$ cat config.mk
export PLATFORM = sky130hd
export DESIGN_NAME = subscriber_set_table
export DESIGN_NICKNAME = d
export VERILOG_FILES = /design/src/rtl/sst_pkg.sv /design/src/rtl/sst_slot_mem.sv /design/src/rtl/subscriber_set_table.sv
export SDC_FILE = /design/constraint.sdc
export NUM_CORES = 1
export LEC_CHECK = 0
export BUFFER_PORTS_ARGS = -buffer_cell sky130_fd_sc_hd__buf_2
export CAP_MARGIN = 20
export CORE_MARGIN = 2
export CORE_UTILIZATION = 35
export CTS_CLUSTER_SIZE = 8
export DETAILED_ROUTE_END_ITERATION = 6
export HOLD_SLACK_MARGIN = 0.08
export PLACE_DENSITY_LB_ADDON = 0.12
export RECOVER_POWER = 25
export SYNTH_ARGS = -nofsm -noshare
export SYNTH_HDL_FRONTEND = slang
export SYNTH_HIERARCHICAL = 1
export SYNTH_SLANG_ARGS = --single-unit
export TNS_END_PERCENT = 100
$ cat constraint.sdc
create_clock -name clock -period 23.6 [get_ports clock]
set_input_delay 2.36 -clock clock [delete_from_list [all_inputs] [get_ports clock]]
set_output_delay 2.36 -clock clock [all_outputs]
set_load 0.01 [all_outputs]
$ cat src/rtl/sst_pkg.sv
`timescale 1ns / 1ps

package sst_pkg;

   localparam int SLOTS_DEFAULT = 16;
   localparam int HANDLE_W      = 64;
   localparam int STATUS_W      = 3;

   typedef logic [STATUS_W-1:0] status_type;

   localparam status_type STATUS_OK        = 3'd0;
   localparam status_type STATUS_INVALID   = 3'd1;
   localparam status_type STATUS_PRESENT   = 3'd2;
   localparam status_type STATUS_FULL      = 3'd3;
   localparam status_type STATUS_NOT_FOUND = 3'd4;

   localparam logic OP_INSERT = 1'b0;
   localparam logic OP_REMOVE = 1'b1;

endpackage

$ cat src/rtl/sst_slot_mem.sv
`timescale 1ns / 1ps

module sst_slot_mem #(
   parameter int SLOTS = sst_pkg::SLOTS_DEFAULT,
   parameter int IDX_W = (SLOTS > 1) ? $clog2(SLOTS) : 1
) (
   input  logic                         clock,
   input  logic                         reset,
   input  logic                         rd_en,
   input  logic [IDX_W-1:0]             rd_addr,
   output logic [sst_pkg::HANDLE_W-1:0] rd_data,
   input  logic                         wr_en,
   input  logic [IDX_W-1:0]             wr_addr,
   input  logic [sst_pkg::HANDLE_W-1:0] wr_data
);

   // An entry that was never written since reset reads as an empty slot.
   logic [sst_pkg::HANDLE_W-1:0] mem [SLOTS];
   logic [SLOTS-1:0]             written_ff;
   logic [sst_pkg::HANDLE_W-1:0] rd_data_ff;
   logic                         rd_written_ff;

   always_ff @(posedge clock) begin
      if (wr_en) begin
         mem[wr_addr] <= wr_data;
      end
      if (rd_en) begin
         rd_data_ff <= mem[rd_addr];
      end
   end

   always_ff @(posedge clock) begin
      if (reset) begin
         written_ff    <= '0;
         rd_written_ff <= 1'b0;
      end else begin
         if (wr_en) begin
            written_ff[wr_addr] <= 1'b1;
         end
         if (rd_en) begin
            rd_written_ff <= written_ff[rd_addr];
         end
      end
   end

   assign rd_data = rd_written_ff ? rd_data_ff : '0;

endmodule

$ cat src/rtl/subscriber_set_table.sv
`timescale 1ns / 1ps
// Each item reads every slot once through the single read port of the slot memory,
// then writes back at most one slot; no new item is taken until its result is issued.
// Reset clears all control state and marks every slot empty at once; the
// block is ready to take an item as soon as reset is released.

module subscriber_set_table #(
   parameter int SLOTS = sst_pkg::SLOTS_DEFAULT
) (
   input  logic                          clock,
   input  logic                          reset,
   input  logic                          req_valid,
   output logic                          req_ready,
   input  logic                          req_op,
   input  logic [sst_pkg::HANDLE_W-1:0]  req_handle,
   output logic                          rsp_valid,
   input  logic                          rsp_ready,
   output logic [sst_pkg::STATUS_W-1:0]  rsp_status
);

   localparam int IDX_W = (SLOTS > 1) ? $clog2(SLOTS) : 1;
   localparam int CNT_W = $clog2(SLOTS + 1);

   localparam logic [1:0] ST_IDLE   = 2'd0;
   localparam logic [1:0] ST_SCAN   = 2'd1;
   localparam logic [1:0] ST_FINISH = 2'd2;

   logic [1:0]                   state_ff, state_in;
   logic                         op_ff, op_in;
   logic [sst_pkg::HANDLE_W-1:0] handle_ff, handle_in;
   logic [CNT_W-1:0]             issue_cnt_ff, issue_cnt_in;
   logic                         ret_valid_ff, ret_valid_in;
   logic [IDX_W-1:0]             ret_idx_ff, ret_idx_in;
   logic                         match_found_ff, match_found_in;
   logic [IDX_W-1:0]             match_idx_ff, match_idx_in;
   logic                         empty_found_ff, empty_found_in;
   logic [IDX_W-1:0]             empty_idx_ff, empty_idx_in;
   logic                         rsp_valid_ff, rsp_valid_in;
   sst_pkg::status_type          rsp_status_ff, rsp_status_in;

   logic                         rd_en;
   logic [IDX_W-1:0]             rd_addr;
   logic [sst_pkg::HANDLE_W-1:0] rd_data;
   logic                         wr_en;
   logic [IDX_W-1:0]             wr_addr;
   logic [sst_pkg::HANDLE_W-1:0] wr_data;
   logic                         out_free;

   sst_slot_mem #(
      .SLOTS (SLOTS),
      .IDX_W (IDX_W)
   ) u_slot_mem (
      .clock   (clock),
      .reset   (reset),
      .rd_en   (rd_en),
      .rd_addr (rd_addr),
      .rd_data (rd_data),
      .wr_en   (wr_en),
      .wr_addr (wr_addr),
      .wr_data (wr_data)
   );

   assign req_ready  = (state_ff == ST_IDLE);
   assign rsp_valid  = rsp_valid_ff;
   assign rsp_status = rsp_status_ff;
   assign out_free   = !rsp_valid_ff || rsp_ready;

   assign rd_en   = (state_ff == ST_SCAN) && (issue_cnt_ff < CNT_W'(SLOTS));
   assign rd_addr = issue_cnt_ff[IDX_W-1:0];

   always_comb begin
      state_in       = state_ff;
      op_in          = op_ff;
      handle_in      = handle_ff;
      issue_cnt_in   = issue_cnt_ff;
      ret_valid_in   = rd_en;
      ret_idx_in     = rd_addr;
      match_found_in = match_found_ff;
      match_idx_in   = match_idx_ff;
      empty_found_in = empty_found_ff;
      empty_idx_in   = empty_idx_ff;
      rsp_valid_in   = rsp_valid_ff && !rsp_ready;
      rsp_status_in  = rsp_status_ff;
      wr_en          = 1'b0;
      wr_addr        = empty_idx_ff;
      wr_data        = handle_ff;

      unique case (state_ff)
         ST_IDLE: begin
            if (req_valid) begin
               op_in          = req_op;
               handle_in      = req_handle;
               issue_cnt_in   = '0;
               match_found_in = 1'b0;
               empty_found_in = 1'b0;
               state_in       = ST_SCAN;
            end
         end
         ST_SCAN: begin
            if (rd_en) begin
               issue_cnt_in = issue_cnt_ff + CNT_W'(1);
            end
            if (ret_valid_ff) begin
               if (!match_found_ff && (rd_data == handle_ff)) begin
                  match_found_in = 1'b1;
                  match_idx_in   = ret_idx_ff;
               end
               if (!empty_found_ff && (rd_data == '0)) begin
                  empty_found_in = 1'b1;
                  empty_idx_in   = ret_idx_ff;
               end
               if (ret_idx_ff == IDX_W'(SLOTS - 1)) begin
                  state_in = ST_FINISH;
               end
            end
         end
         ST_FINISH: begin
            if (out_free) begin
               rsp_valid_in = 1'b1;
               state_in     = ST_IDLE;
               if (handle_ff == '0) begin
                  rsp_status_in = sst_pkg::STATUS_INVALID;
               end else if (op_ff == sst_pkg::OP_INSERT) begin
                  if (match_found_ff) begin
                     rsp_status_in = sst_pkg::STATUS_PRESENT;
                  end else if (!empty_found_ff) begin
                     rsp_status_in = sst_pkg::STATUS_FULL;
                  end else begin
                     rsp_status_in = sst_pkg::STATUS_OK;
                     wr_en         = 1'b1;
                     wr_addr       = empty_idx_ff;
                     wr_data       = handle_ff;
                  end
               end else begin
                  if (!match_found_ff) begin
                     rsp_status_in = sst_pkg::STATUS_NOT_FOUND;
                  end else begin
                     rsp_status_in = sst_pkg::STATUS_OK;
                     wr_en         = 1'b1;
                     wr_addr       = match_idx_ff;
                     wr_data       = '0;
                  end
               end
            end
         end
         default: begin
            state_in = ST_IDLE;
         end
      endcase
   end

   always_ff @(posedge clock) begin
      if (reset) begin
         state_ff       <= ST_IDLE;
         issue_cnt_ff   <= '0;
         ret_valid_ff   <= 1'b0;
         match_found_ff <= 1'b0;
         empty_found_ff <= 1'b0;
         rsp_valid_ff   <= 1'b0;
      end else begin
         state_ff       <= state_in;
         issue_cnt_ff   <= issue_cnt_in;
         ret_valid_ff   <= ret_valid_in;
         match_found_ff <= match_found_in;
         empty_found_ff <= empty_found_in;
         rsp_valid_ff   <= rsp_valid_in;
      end
   end

   always_ff @(posedge clock) begin
      op_ff         <= op_in;
      handle_ff     <= handle_in;
      ret_idx_ff    <= ret_idx_in;
      match_idx_ff  <= match_idx_in;
      empty_idx_ff  <= empty_idx_in;
      rsp_status_ff <= rsp_status_in;
   end

   // A new result appears only at the end of a finished scan.
   assert property (@(posedge clock) disable iff (reset)
      $rose(rsp_valid_ff) |-> $past(state_ff == ST_FINISH))
      else $error("result raised outside the finish step");

   // The table is written back only once the whole scan is complete.
   assert property (@(posedge clock) disable iff (reset)
      wr_en |-> (state_ff == ST_FINISH) && (issue_cnt_ff == CNT_W'(SLOTS)))
      else $error("slot write before the scan completed");

   // Read data only returns while a scan is running.
   assert property (@(posedge clock) disable iff (reset)
      ret_valid_ff |-> (state_ff == ST_SCAN))
      else $error("read data returned outside a scan");

   // The finish step never overwrites a result that is still waiting.
   assert property (@(posedge clock) disable iff (reset)
      (rsp_valid_ff && !rsp_ready) |=> $stable(rsp_status_ff))
      else $error("pending result changed");

endmodule

==> results of run 1 <==
[cells by family after synthesis]
| kind of cell | synth area share |
|---|---|
| DFF | 0.7739 |
| muxes | 0.1601 |
| and+or+nand+nor | 0.04040 |
| buffers and inverters | 0.01251 |
| xor gates and xnor gates | 0.008760 |
| AOI/OAI and AO/OA | 0.004027 |
| adders and majority gates | 0.0002720 |
[layout by cell type, fill, tap and decap left out, drive strengths merged, types with 2 or more instances in the layout]
master / Yosys / final
a221oi: 2 / 2
nand2b: 7 / 7
nor2: 73 / 73
inv: 22 / 32
nor2b: 70 / 70
nand3b: 3 / 3
xor2: 38 / 38
o2111ai: 2 / 2
diode: 0 / 2
a21oi: 6 / 6
and4: 2 / 2
edfxtp: 1164 / 1164
nand2: 12 / 12
nand3: 5 / 5
mux2i: 5 / 5
dfxtp: 32 / 32
and2: 65 / 65
or3b: 2 / 2
or2: 3 / 3
clkinv: 0 / 6
clkbuf: 44 / 237
xnor2: 8 / 8
nor3b: 4 / 4
nand4: 17 / 17
mux2: 4 / 4
o22ai: 9 / 9
nor3: 12 / 12
buf: 47 / 91
mux4: 322 / 322
nor4: 52 / 52
[worst paths after layout]
check / startpoint / to / slack [ps] / depth (start not counted)
setup / recovery: issue_cnt_ff[0] / u_slot_mem/rd_data_ff[40] / 12470 / 5
hold reg to reg: issue_cnt_ff[4] / ret_valid_ff / 460 / 1
hold / removal: issue_cnt_ff[4] / ret_valid_ff / 460 / 1
setup reg to reg: issue_cnt_ff[0] / u_slot_mem/rd_data_ff[40] / 12470 / 5
[routing by layer]
metal	vias to the layer above	wire length, um	GRT usage
met5	-	0	0
met3	151	8016	0.04315
met4	0	2029	0.04725
met1	12050	56370	0.2686
met2	703	57680	0.2842
li1	8945	-	-
[cell type report]
cell class                 instances  area, um2  share of cell area
inverter                          22      82.58            0.001555
tap                             1755       2196             0.04135
sequential                      1196      35600              0.6704
clock buffer                     195       4337             0.08167
clock inverter                    17      212.7            0.004006
multi-input combinational        733       9921              0.1868
antenna                            2      5.005          0.00009426
timing repair buffer             133      747.0             0.01407
[worst reg2reg max path, stage by stage (launching register included)]
cell and delay [ps]:
dfxtp_1 2450, clkbuf_1 5110, buf_4 1330, buf_4 790, mux4_2 650, mux4_2 510
[state kept, by name, summed over array words and instances, names as in the netlist, 4 cells and up]
signal                 cells
handle_ff                 64
ret_idx_ff                 4
u_slot_mem/written_ff     16
match_idx_ff               4
empty_idx_ff               4
issue_cnt_ff               5
u_slot_mem/mem          1024
u_slot_mem/rd_data_ff     64
[power by group through the flow]
stage / logic [mW] / registers [mW] / clock network [mW]
after CTS: 0.129 / 2.37 / 2.19
after detailed placement: 0.129 / 2.41 / 0
final: 0.130 / 2.38 / 2.13
after global routing: 0.141 / 2.37 / 2.28
after floorplan: 0.0890 / 2.39 / 0
after global placement: 0.125 / 2.41 / 0
==> results_dict.tcl, run 1 <==
set metrics [dict create \
    dieWidth_um 366.5 \
    htreeDepth 4 \
    synth.top_cell.area_share 0.7600 \
    arrival_ps 11630 \
    p_int_mw 3.685 \
    clock_power_share 0.460 \
    maxCapViolCount 12 \
    maxClockFrequency_mhz 89.84 \
    design_area_mm2 0.05310 \
    dpl_cell_area_mm2 0.04861 \
    io-pin-count 74 \
    initial_utilization 0.3512 \
    clkTransAtPathRegs_ps 50 \
    numCtsBuffers 168 \
    p_leak_nw 16.14 \
    pre_cts_ws_ps 16960 \
    violations "max-capacitance violations, max-slew violations" \
    drt_wl_total_mm 124.1 \
    hold_viol 0 \
    fillers 11540 \
    avgSynthCellArea_um2 22.52 \
    rsz0062_at_grt "no" \
    worst-slew-pin-transition_ps 7123 \
    syn2layout_area_growth_pct 15.46 \
    cp.required_ps 24100 \
    portBuffers 73 \
    critPathSlowestCell "clkbuf_1" \
    clock_latency_ps 790 \
    cts_sinks 1196 \
    cts_setup_buffers 0 \
    num_vias 21850 \
    cts_buffer_depth 3 \
    total_power_mw 4.638 \
    syn_area_mm2 0.04599 \
    synth_most_common_cell "edfxtp_1" \
    switching_share 0.2055 \
    combinationalPowerShare 0.028 \
    status "complete, but fails checks" \
    dp_hpwl_mm 68.80 \
    grt_max_degree 80 \
    path_max_fanout 79 \
    synth_cell_types 44 \
    critical_path_class "flip-flop to flip-flop" \
    num_rows 133 \
    grt-ovfl-total 0 \
    worstSetupStartpointType "flip-flop" \
    crit_buf_inv 3 \
    routedWlPerCell_um 30.62 \
    drt_iter0_markers 2281 \
    ys_async_sr_fraction 0 \
    yosysSeqAreaShare 0.7739 \
    slew_viol_final 520 \
    synth_area_leaders "edfxtp_1 (76%), mux4_2 (16%), dfxtp_1 (1.4%), nor2b_1 (0.95%), and2_1 (0.87%)" \
    fin_nets 2324 \
    end_kind "flip-flop" \
    cts_root_buf "clkbuf_16" \
    dr.pass1.iters 7 \
    fin_crit_ps 11130 \
    via_per_inst 5.392 \
    maxSlewHeadroom -3.748 \
    grt_antenna_before_repair 3 \
    worstPathCellList "clkbuf_1 > buf_4 > buf_4 > mux4_2 > mux4_2" \
    setup-tns-final_ps 0 \
    synth.top_cells.by_count "edfxtp_1 (1164), mux4_2 (322), nor2_1 (72)" \
    fin_util 0.4054 \
    holdBufCountCts 0 \
    p_switching_mw 0.9533 \
    synth_area_leader_cell "edfxtp_1" \
    grt_pass1_wl_mm 175.8 \
    peakVddDrop_v 0.00006337 \
    cts_resized 0 \
    report.final.setup_viol 0 \
    drcViolationCount 0 \
    synth_flop_cell "edfxtp_1" \
    final.setup_skew_ps 23.10 \
    gr-usage-all-layers 0.1859 \
    critPathMaxStageDelay_ps 5100 \
    synth-seq-cells 1196 \
    die_y_um 366.5 \
    gp_congestion 0.8460 \
    syn_inst 2042 \
    postRouteAntennaNets 0 \
    synth_edf_count 1164 \
    layout_setup_ws_ps 12470 \
    path_delay_family "buffers and inverters" \
    fin_cells 4053 \
    first_global_vias 23010 \
    placed_cells 3831 \
    p_seq_frac 0.512 \
    cts_tree "built" \
    p_per_area_mw_per_mm2 87.35 \
    core_area_mm2 0.1310 \
    drive_above_1_share 0.2722 \
    whs_ps 460.7 \
    dieArea_mm2 0.1343 \
    min_path_type "flip-flop to flip-flop" \
    fin_crit_sh 0.4717 \
    ys_warn_count 6 \
    synth_fp_nets 2112 \
]
Power figures use the tool's default switching activity.
==> inputs of run 2 (changes only) <==
Clock period 23.6 ns to 9.65 ns, I/O delays scaled along.
==> run 2 against run 1 <==
  * The flow still finishes with violations (max-capacitance violations, max-slew violations)
  * Sequential share of layout area down 0.48 points
  * Flip-flop and latch count unchanged
  * Global-route usage down 0.22 points
  * Worst hold slack better by 18 ps
  * Critical path type unchanged
  * Largest cell class unchanged
==> results_dict.tcl, run 2 (synthesis gave the netlist of run 1 again) <==
set metrics [dict create \
    num_rows 133 \
    gr-usage-all-layers 0.1836 \
    portBuffers 73 \
    cts_setup_buffers 0 \
    largest_reg_flops 1024 \
    status "complete, but fails checks" \
    critPathMaxStageDelay_ps 1740 \
    min_path_type "flip-flop to flip-flop" \
    whs_ps 479.0 \
    routedWlPerCell_um 29.83 \
    dieArea_mm2 0.1343 \
    fin_crit_ps 6678 \
    worstSetupStartpointType "flip-flop" \
    violations "max-capacitance violations, max-slew violations" \
    core_area_mm2 0.1310 \
    peakVddDrop_v 0.0001787 \
    die_y_um 366.5 \
    total_power_mw 11.47 \
    placed_cells 3847 \
    via_per_inst 5.345 \
    regMostFlops "u_slot_mem/mem" \
    maxClockFrequency_mhz 149.7 \
    clkTransAtPathRegs_ps 50 \
    first_global_vias 22760 \
    layout_setup_ws_ps 2972 \
    cts_sinks 1196 \
    path_max_fanout 42 \
    gp_congestion 0.8885 \
    clock_latency_ps 780 \
    crit_path_start "state_ff[0]" \
    io-pin-count 74 \
    num_vias 21960 \
    dieWidth_um 366.5 \
    syn2layout_area_growth_pct 16.30 \
    fin_nets 2358 \
    mostFrequentLayoutCells "edfxtp_1 (1164), mux4_2 (322), clkbuf_16 (171), clkbuf_1 (147), nor2b_1 (70)" \
    reg_top3 "u_slot_mem/mem (1024), handle_ff (64), u_slot_mem/rd_data_ff (64)" \
    worstPathCellList "nand2b_1 > nor2b_1 > nand3_1 > nor2_1 > buf_4 > mux2_4 > or3b_2 > nor2_4 > buf_4" \
    grt-ovfl-total 0 \
    grt_pass1_wl_mm 174.6 \
    holdBufCountCts 0 \
    maxSlewHeadroom -2.298 \
    dp_hpwl_mm 74.56 \
    maxCapViolCount 8 \
    pre_cts_ws_ps 3374 \
    htreeDepth 4 \
    drcViolationCount 0 \
    critical_path_class "flip-flop to flip-flop" \
    worst-slew-pin-transition_ps 4947 \
    drt_wl_total_mm 122.6 \
    dr.pass1.iters 7 \
    cts_buffer_depth 3 \
    cts_resized 0 \
    p_leak_nw 16.22 \
    holdCritStartpoint "u_slot_mem/written_ff[15]" \
    postRouteAntennaNets 0 \
    fin_cells 4109 \
    initial_utilization 0.3512 \
    mostFrequentLayoutCell "edfxtp_1" \
    hold_viol 0 \
    cts_root_buf "clkbuf_16" \
    drive_above_1_share 0.2575 \
    grt_max_degree 132 \
    fin_crit_sh 0.6921 \
    r2r-start "state_ff[0]" \
    final.setup_skew_ps 24.49 \
    cts_tree "built" \
    setup-tns-final_ps 0 \
    slew_viol_final 300 \
    end_kind "flip-flop" \
    numCtsBuffers 168 \
    crit_top_cell "buf_4" \
    fillers 11470 \
    rsz0062_at_grt "no" \
    report.final.setup_viol 0 \
    cp.required_ps 10040 \
    arrival_ps 7060 \
    p_per_area_mw_per_mm2 214.5 \
    critPathSlowestCell "nor2_1" \
    grt_antenna_before_repair 11 \
    drt_iter0_markers 2402 \
]
[run 2: cell count changes in the layout (fill, tap and decap cells not counted), sizes merged]
cell,change
buf,-22
clkinv,-2
diode,-1
inv,-2
clkbuf,+82
bufinv,+1
[run 2: where the power goes]
group	internal (mW)	switching (mW)	total, mW
sequential	5.75	0.0288	5.78
combinational	0.132	0.226	0.358
clock	3.22	2.11	5.34
total	9.10	2.37	11.5
[run 2: per-layer routing]
metal	GRT usage	vias to the layer above	share of wire
met5	0	-	0
met1	0.2740	12000	0.46
met4	0.05009	0	0.018
li1	-	9004	-
met3	0.04066	149	0.068
met2	0.2712	809	0.45
[run 2: layout make-up]
type,instances,area (um2),share of cell area
inverters,22,82.58,0.001544
clock inverters,14,229.0,0.004281
flip-flops and latches,1196,35600,0.6656
diodes,1,2.502,0.00004679
well taps,1755,2196,0.04105
clock buffers,221,4467,0.08351
multi-input cells,733,9921,0.1855
repair buffers,167,985.9,0.01843
[run 2: worst paths after layout]
path	endpoint	slack [ps]	cells after the start
setup / recovery	u_slot_mem/mem[3][5]	2970	9
hold / removal	u_slot_mem/written_ff[15]	480	2
setup reg to reg	u_slot_mem/mem[3][5]	2970	9
hold reg to reg	u_slot_mem/written_ff[15]	480	2
[run 2: per-stage QoR]
| step | cell area (um2) | utilization |
|---|---|---|
| floorplan | 45990 | - |
| global placement | 48680 | 0.3717 |
| detailed placement | 48810 | 0.3727 |
| CTS | 53510 | 0.4085 |
| global route | 53480 | 0.4084 |
| finish | 53490 | 0.4084 |
[run 2: critical path, delay by kind of cell (launching register included)]
| family | cells | cell delay [ps] |
|---|---|---|
| and+or+nand+nor | 6 | 4000 |
| buffers and inverters | 2 | 1390 |
| muxes | 1 | 360 |
| DFF | 1 | 340 |
==> inputs of run 3 (changes only) <==
Clock period 9.65 ns to 5.7 ns, I/O delays scaled along.
==> run 3 against run 2 <==
  * The flow still finishes with violations (max-capacitance violations, max-slew violations)
  * Combinational power grew 76%
  * Die area is the same
  * Non-clock buffer count grew 57
  * Clock skew shrank 4.9 ps
  * Largest power group unchanged
==> results_dict.tcl, run 3 (synthesis gave the netlist of run 1 again) <==
set metrics [dict create \
    dieWidth_um 366.5 \
    fillers 11480 \
    dieArea_mm2 0.1343 \
    grt_max_degree 120 \
    p_int_mw 15.33 \
    regMostFlops "u_slot_mem/mem" \
    num_rows 133 \
    slew_viol_final 286 \
    total_power_mw 19.36 \
    violations "max-capacitance violations, max-slew violations" \
    first_global_vias 23150 \
    report.final.setup_viol 0 \
    crit_buf_inv 1 \
    crit_top_cell "nor2_1" \
    clkTransAtPathRegs_ps 50 \
    multiInputGateArea_mm2 0.009966 \
    grt-ovfl-total 0 \
    reg2reg_depth 5 \
    largest_reg_flops 1024 \
    status "complete, but fails checks" \
    cp.depth 5 \
    hold_viol 0 \
    maxSlewHeadroom -1.279 \
    gp_congestion 0.9045 \
    holdCritStartpoint "req_valid" \
    cts_resized 0 \
    die_y_um 366.5 \
    fin_nets 2415 \
    critical_path_class "flip-flop to flip-flop" \
    htreeDepth 4 \
    r2r-start "issue_cnt_ff[3]" \
    setup-tns-final_ps 0 \
    worstSetupStartpointType "flip-flop" \
    drt_iter0_markers 2213 \
    end_kind "flip-flop" \
    portBuffers 73 \
    clock_latency_ps 780 \
    fin_crit_ps 4869 \
    cts_root_buf "clkbuf_16" \
    postRouteAntennaNets 0 \
    p_leak_nw 16.43 \
    seqCellArea_mm2 0.03560 \
    dr.pass1.iters 5 \
    r2r-end "u_slot_mem/rd_written_ff" \
    clock_power_share 0.462 \
    numCtsBuffers 168 \
    holdPathEnd "state_ff[0]" \
    initial_utilization 0.3512 \
    p_per_area_mw_per_mm2 358.4 \
    fin_crit_sh 0.8542 \
    cts_sinks 1196 \
    cts_tree "built" \
    io-pin-count 74 \
    cp.required_ps 6370 \
    drcViolationCount 0 \
    grt_pass1_wl_mm 178.3 \
    path_delay_family "buffers and inverters" \
    worst-slew-pin-transition_ps 3419 \
    arrival_ps 5540 \
    worstPathCellList "clkbuf_1 > nor2_1 > a221oi_1 > nor2_1 > o211ai_1" \
    p_switching_mw 4.032 \
    drive_above_1_share 0.2535 \
    maxCapViolCount 7 \
    via_per_inst 5.371 \
    combinationalPowerShare 0.033 \
    critPathMaxStageDelay_ps 2450 \
    maxClockFrequency_mhz 205.4 \
    switching_share 0.2083 \
    peakVddDrop_v 0.0002773 \
    mostFrequentLayoutCell "edfxtp_1" \
    dp_hpwl_mm 74.44 \
    mostFrequentLayoutCells "edfxtp_1 (1164), mux4_2 (322), clkbuf_16 (170), clkbuf_1 (131)" \
    final.setup_skew_ps 19.62 \
    r2r_slack_ps 830 \
    routedWlPerCell_um 30.51 \
    min_delay_path_depth 3 \
    reg_top3 "u_slot_mem/mem (1024), handle_ff (64), u_slot_mem/rd_data_ff (64)" \
    path_max_fanout 39 \
    core_area_mm2 0.1310 \
    min_path_type "input pin to flip-flop" \
    grt_antenna_before_repair 8 \
    cts_buffer_depth 3 \
    rsz0062_at_grt "no" \
    num_vias 22310 \
    gr-usage-all-layers 0.1894 \
    drt_wl_total_mm 126.7 \
    syn2layout_area_growth_pct 17.47 \
    critPathSlowestCell "clkbuf_1" \
    p_seq_frac 0.506 \
]
-- run 3: power groups by stage --
| stage | Clock, mW | Sequential, mW | Combinational, mW |
|---|---|---|---|
| 3_3_place_gp | 0 | 9.95 | 0.595 |
| 5_1_grt | 9.53 | 9.78 | 0.677 |
| 6_report | 8.94 | 9.79 | 0.631 |
| 4_1_cts | 9.19 | 9.78 | 0.643 |
| 2_1_floorplan | 0 | 9.91 | 0.369 |
| 3_5_place_dp | 0 | 9.95 | 0.606 |
-- run 3: what timing repair did --
action,in CTS,in global routing
endpoints found under the hold margin,65,0
hold buffers,65,0
buffers inserted,0,0
-- run 3: worst max path at each step --
| stage | to | slack, ps | from |
|---|---|---|---|
| final | u_slot_mem/rd_written_ff | 830 | issue_cnt_ff[3] |
| after global routing | u_slot_mem/rd_data_ff[49] | 650 | issue_cnt_ff[0] |
| after CTS | u_slot_mem/mem[0][20] | 1490 | handle_ff[42] |
| after detailed placement | u_slot_mem/mem[0][2] | 1510 | handle_ff[42] |
| after global placement | u_slot_mem/mem[0][18] | 1560 | handle_ff[42] |
| after floorplan | u_slot_mem/mem[1][0] | 190 | handle_ff[19] |
-- run 3: worst min-delay path, cell delays in order --
cell and delay, ps:
buf_2 150, nor2_1 140, nor4_1 60
-- run 3: cell type report --
class / count / share of cell area
clock inverters: 15 / 0.003868
repair buffers: 224 / 0.02918
multi-input cells: 733 / 0.1845
clock buffers: 208 / 0.08138
inverters: 22 / 0.001529
diodes: 1 / 0.00004632
well taps: 1755 / 0.04064
flip-flops and latches: 1196 / 0.6589
-- run 3: through the flow --
step / instance area [um2] / hold WS, ps / instances / setup WS (ps) / utilization
after floorplan: 46010 / 376.9 / 2042 / 192.5 / -
after global placement: 48770 / 446.3 / 3837 / 1562 / 0.3724
after detailed placement: 48820 / 448.3 / 3843 / 1508 / 0.3728
after CTS: 54080 / 123.8 / 4131 / 1485 / 0.4129
after global routing: 54030 / 191.7 / 4154 / 653.2 / 0.4125
final: 54030 / 201.3 / 4154 / 830.8 / 0.4125
-- run 3: per-layer routing --
layer | up-vias | share of wire | track usage | wire length [um]
met5 | - | 0.00045 | 0.003205 | 57
met4 | 2 | 0.024 | 0.05896 | 3094
met3 | 179 | 0.073 | 0.04836 | 9229
met2 | 833 | 0.46 | 0.2905 | 58740
met1 | 12150 | 0.44 | 0.2654 | 55620
li1 | 9143 | - | - | -
